[src/sv/tse_pkg.sv]
// types, constants and codes of the table search engine
// no dependencies
package tse_pkg;

  localparam int TABLE_DEPTH = 512;
  localparam int VALUE_W     = 32;
  localparam int ADDR_W      = $clog2(TABLE_DEPTH);
  localparam int CNT_W       = $clog2(TABLE_DEPTH + 1);
  localparam int PADDR_W     = 3;
  localparam int PDATA_W     = 32;

  localparam logic [CNT_W-1:0] ENTRY_COUNT_RST = CNT_W'(300);

  localparam logic OP_LOAD     = 1'b0;
  localparam logic OP_SEARCH   = 1'b1;
  localparam logic MODE_LINEAR = 1'b0;
  localparam logic MODE_BINARY = 1'b1;

  localparam logic SEARCH_MODE_RST = MODE_BINARY;

  // register index, taken from paddr[2]
  localparam logic REG_ENTRY_COUNT = 1'b0;
  localparam logic REG_SEARCH_MODE = 1'b1;

  typedef enum logic [1:0] {
    ST_IDLE,
    ST_READ,
    ST_CMP,
    ST_DONE
  } tse_state_t;

  typedef struct packed {
    logic load_wr;
    logic start;
    logic rd;
    logic step;
    logic load_out;
  } tse_cmd_t;

  typedef struct packed {
    logic more;
  } tse_stat_t;

endpackage

[src/sv/tse_ctrl.sv]
// controller state machine of the table search engine
// depends on tse_pkg
module tse_ctrl import tse_pkg::*; (
  input  logic      clk,
  input  logic      rst_n,
  input  logic      in_valid,
  input  logic      in_op,
  output logic      in_ready,
  output logic      out_valid,
  input  logic      out_ready,
  input  tse_stat_t stat,
  output tse_cmd_t  cmd
);

  tse_state_t state_r, state_nxt;
  logic       out_valid_r, out_valid_nxt;
  logic       out_free;

  assign out_free = !out_valid_r || out_ready;

  always_ff @(posedge clk) begin
    if (!rst_n) begin
      state_r     <= ST_IDLE;
      out_valid_r <= 1'b0;
    end else begin
      state_r     <= state_nxt;
      out_valid_r <= out_valid_nxt;
    end
  end

  always_comb begin
    state_nxt = state_r;
    case (state_r)
      ST_IDLE: begin
        if (in_valid && in_op == OP_SEARCH) state_nxt = ST_READ;
      end
      ST_READ: begin
        state_nxt = stat.more ? ST_CMP : ST_DONE;
      end
      ST_CMP: begin
        state_nxt = ST_READ;
      end
      ST_DONE: begin
        if (out_free) state_nxt = ST_IDLE;
      end
      default: state_nxt = ST_IDLE;
    endcase
  end

  always_comb begin
    cmd      = '0;
    in_ready = 1'b0;
    case (state_r)
      ST_IDLE: begin
        in_ready    = 1'b1;
        cmd.load_wr = in_valid && in_op == OP_LOAD;
        cmd.start   = in_valid && in_op == OP_SEARCH;
      end
      ST_READ: begin
        cmd.rd = stat.more;
      end
      ST_CMP: begin
        cmd.step = 1'b1;
      end
      ST_DONE: begin
        cmd.load_out = out_free;
      end
      default: cmd = '0;
    endcase
  end

  always_comb begin
    if (cmd.load_out) out_valid_nxt = 1'b1;
    else if (out_ready) out_valid_nxt = 1'b0;
    else out_valid_nxt = out_valid_r;
  end

  assign out_valid = out_valid_r;

endmodule

[config.mk]
export PLATFORM = sky130hd
export DESIGN_NAME = tse_ctrl
export DESIGN_NICKNAME = d
export VERILOG_FILES = /design/src/sv/tse_pkg.sv /design/src/sv/tse_ctrl.sv
export SDC_FILE = /design/constraint.sdc
export NUM_CORES = 1
export LEC_CHECK = 0
export ABC_AREA = 1
export BUFFER_PORTS_ARGS = -buffer_cell sky130_fd_sc_hd__buf_2
export CORE_AREA = 4 4 41 43
export CTS_CLUSTER_SIZE = 40
export DETAILED_ROUTE_END_ITERATION = 10
export DIE_AREA = 0 0 45 47
export PLACE_DENSITY = 0.3
export SYNTH_ARGS = -nofsm -noshare
export SYNTH_HDL_FRONTEND = slang
export SYNTH_SLANG_ARGS = --single-unit
export TNS_END_PERCENT = 5
[constraint.sdc]
create_clock -name clk -period 1.3 [get_ports clk]
set_input_delay 0.26 -clock clk [delete_from_list [all_inputs] [get_ports clk]]
set_output_delay 0.26 -clock clk [all_outputs]
set_load 0.03 [all_outputs]
==> impl_metrics.csv <==
group,metric,value,unit
timing,finalCritPeriodShare,96.93,%
run_status,status,"finished clean",
drt,drc,0,
critical_path,start_kind,"flip-flop",
timing,clock.fmax,0.7936,GHz
final_layout,multi_input_area,81.33,um^2
power_and_ir_drop,sequentialPowerShare,31.1,%
final_layout,regArea,65.06,um^2
drt,drt-initial-drc-count,2,
floorplan,die_width,45,um
grt,grt_max_degree,7,
placement,dp_slack,190.2,ps
clock_network,post-cts-setup-buffer-count,0,
logic_synthesis,yosysSeqAreaShare,39.67,%
logic_synthesis,synth_area,151.4,um^2
logic_synthesis,yosysTopAreaCellShare,39.67,%
logic_synthesis,syn_inst,24,
critical_path,crit_arrival,1000,ps
placement,hpwl,410.1,um
power_and_ir_drop,clkPwrFrac,45.4,%
floorplan,dieArea,2115,um^2
critical_path,worstPathCellList,"nand2_1 > nor2_2 > buf_4",
grt,use_met2,8.192,%
placement,io_buffers,12,
critical_path,crit_family,"flip-flops",
clock_network,htreeDepth,1,
logic_synthesis,yosys.cell_types.count,9,
power_and_ir_drop,p_int,244.7,uW
critical_path,end_kind,"output pin",
clock_network,cts-root-buf,"clkbuf_4",
drt,vias,202,
critical_path,slowest_delay,370,ps
floorplan,die_h,47,um
critical_path,crit_buf_inv,1,
power_and_ir_drop,power_density,1272,nW/um^2
final_layout,nets,46,
grt,grt.met3_usage,2.682,%
final_layout,antenna_cells,0,
floorplan,start_util,11.63,%
drt,firstDrtPassIters,3,
logic_synthesis,synth_area_leader_cell,"dfxtp_1",
hold_path,hold_path.class,"in -> reg",
grt,grt_pass1_vias,206,
power_and_ir_drop,p_comb_share,23.5,%
timing,setup_viol,0,
floorplan,num_rows,13,
power_and_ir_drop,swShare,30.72,%
timing,skew,0.3047,ps
critical_path,crit_type,"reg -> out",
timing,layout_setup_ws,39.96,ps
logic_synthesis,synth-edff-count,0,
drt,wirelength,512,um
power_and_ir_drop,peakVddDrop,0.0003748,V
final_layout,finalNonFillerCells,54,
timing,hold_viol,0,
logic_synthesis,synth_area_leaders,"dfxtp_1 40%, nor2_1 15%, nand2_1 12%",
flow_run,drv_cap,0,
power_and_ir_drop,p_leak,0.0001442,uW
floorplan,ios,13,
final_layout,drive_above_1_share,51.28,%
drt,wl_per_cell,9.481,um
clock_network,cts_tree,"yes",
logic_synthesis,synth-async-reset-ratio,0,%
drt,drtAntennaViolNets,0,
logic_synthesis,syn_avg_cell_area,6.308,um^2
drt,viasPerCell,3.741,
placement,place_inst,50,
clock_network,clkLatencyLatePin,230,ps
timing,worst_slew_pin_slew,199.3,ps
critical_path,crit_slowest_cell,"dfxtp_2",
timing,min_period,1260,ps
final_layout,fillers,161,
logic_synthesis,syn-num-nets,30,
timing,slew-limit-headroom,86.66,%
logic_synthesis,synthTopCellsByCount,"6 x nor2_1, 5 x nand2_1, 4 x inv_1, 3 x dfxtp_1, 2 x nand3_1",
critical_path,cp.required,1040,ps
grt,grt_pass1_wl,779,um
timing,final_max_slew_viol_count,0,
logic_synthesis,yosys_warnings,0,
timing,rsz0062_at_grt,"true",
clock_network,cts_made_buffers,3,
floorplan,core-area,1301,um^2
logic_synthesis,ys_ff_latch,3,
critical_path,worstPathMaxFanout,5,
logic_synthesis,synth_ff_type,"dfxtp_1",
grt,met1_usage,5.455,%
clock_network,cts.path.max_buffers,2,
grt,antenna_found_initial,0,
grt,grt_util_all_layers,5.450,%
clock_network,cts.clk_slew.worst_paths,30,ps
grt,overflow,0,
power_and_ir_drop,p_switching,108.5,uW
grt,top_usage_layer,"met2",
clock_network,cts_sinks,3,
logic_synthesis,yosysMostFrequentCell,"nor2_1",
placement,place.gp.congestion,0.7782,
final_layout,area_delta_synth_final,83.47,%
[registers in the layout, summed over array words and instances (netlist names)]
name	count
state_r	2
out_valid	1
[cell usage in the layout (no fill, tap or decap), drive strengths merged]
cell,count
inv,4
buf,12
nor3,1
a21boi,1
clkbuf,4
a21oi,1
nor2,6
nand2,5
dfxtp,3
nand3,2
[final timing paths]
| check | start | to | slack [ps] | cells after the start |
|---|---|---|---|---|
| hold / removal | rst_n | state_r[1] | 280 | 3 |
| setup / recovery | state_r[1] | cmd[0] | 40 | 3 |
| setup reg to reg | out_valid | out_valid | 480 | 4 |
| hold reg to reg | state_r[0] | state_r[1] | 500 | 2 |
[logic make-up (layout without fill, tap and decap cells)]
kind of cell / after synthesis / count (layout) / synth area share (%)
buffers and inverters: 5 / 20 / 14.87
AND/OR/NAND/NOR: 14 / 14 / 37.19
AO/OA/AOI/OAI: 2 / 2 / 8.263
flip-flops: 3 / 3 / 39.67
[layer usage]
| layer | part of all wire [%] | wire length (um) |
|---|---|---|
| met1 | 40 | 206 |
| met2 | 49 | 250 |
| met3 | 11 | 55 |
| met4 | 0 | 0 |
| met5 | 0 | 0 |
[power groups by stage]
stage,Clock (uW),Sequential [uW],Combinational [uW]
2_1_floorplan,0,108,50.4
3_3_place_gp,0,108,76.7
4_1_cts,172,108,79.5
3_5_place_dp,0,108,77.2
6_report,160,110,83.1
5_1_grt,179,111,90.1
[worst reg2reg max path, stage by stage (launching register included)]
cell	delay (ps)
dfxtp_1	310
inv_1	40
nor2_1	170
inv_1	80
a21boi_0	150
[what timing repair did]
item	CTS	global route
hold buffers	0	0
resized for setup	4	5
setup endpoints to repair	3	4
pin swaps	1	1
[final cells by class]
type | instances | share of cell area [%]
multi-input cells | 16 | 29.28
clock buffers | 4 | 9.459
inverters | 4 | 5.405
repair buffers | 12 | 25.68
well taps | 15 | 6.757
flip-flops and latches | 3 | 23.42
[per-stage QoR]
step                      power (uW)  setup TNS [ps]  utilization [%]  hold WS [ps]  area [um^2]
after global routing           380.9          -72.66            21.35         292.7        277.8
after detailed placement       185.3               0            17.50         502.7        227.7
after global placement         184.4               0            17.50         503.5        227.7
after CTS                      359.5          -20.98            20.10         262.6        261.5
final                          353.2               0            21.35         282.0        277.8
after floorplan                158.2          -17.56                -         385.1        156.4
Power figures use the tool's default switching activity.
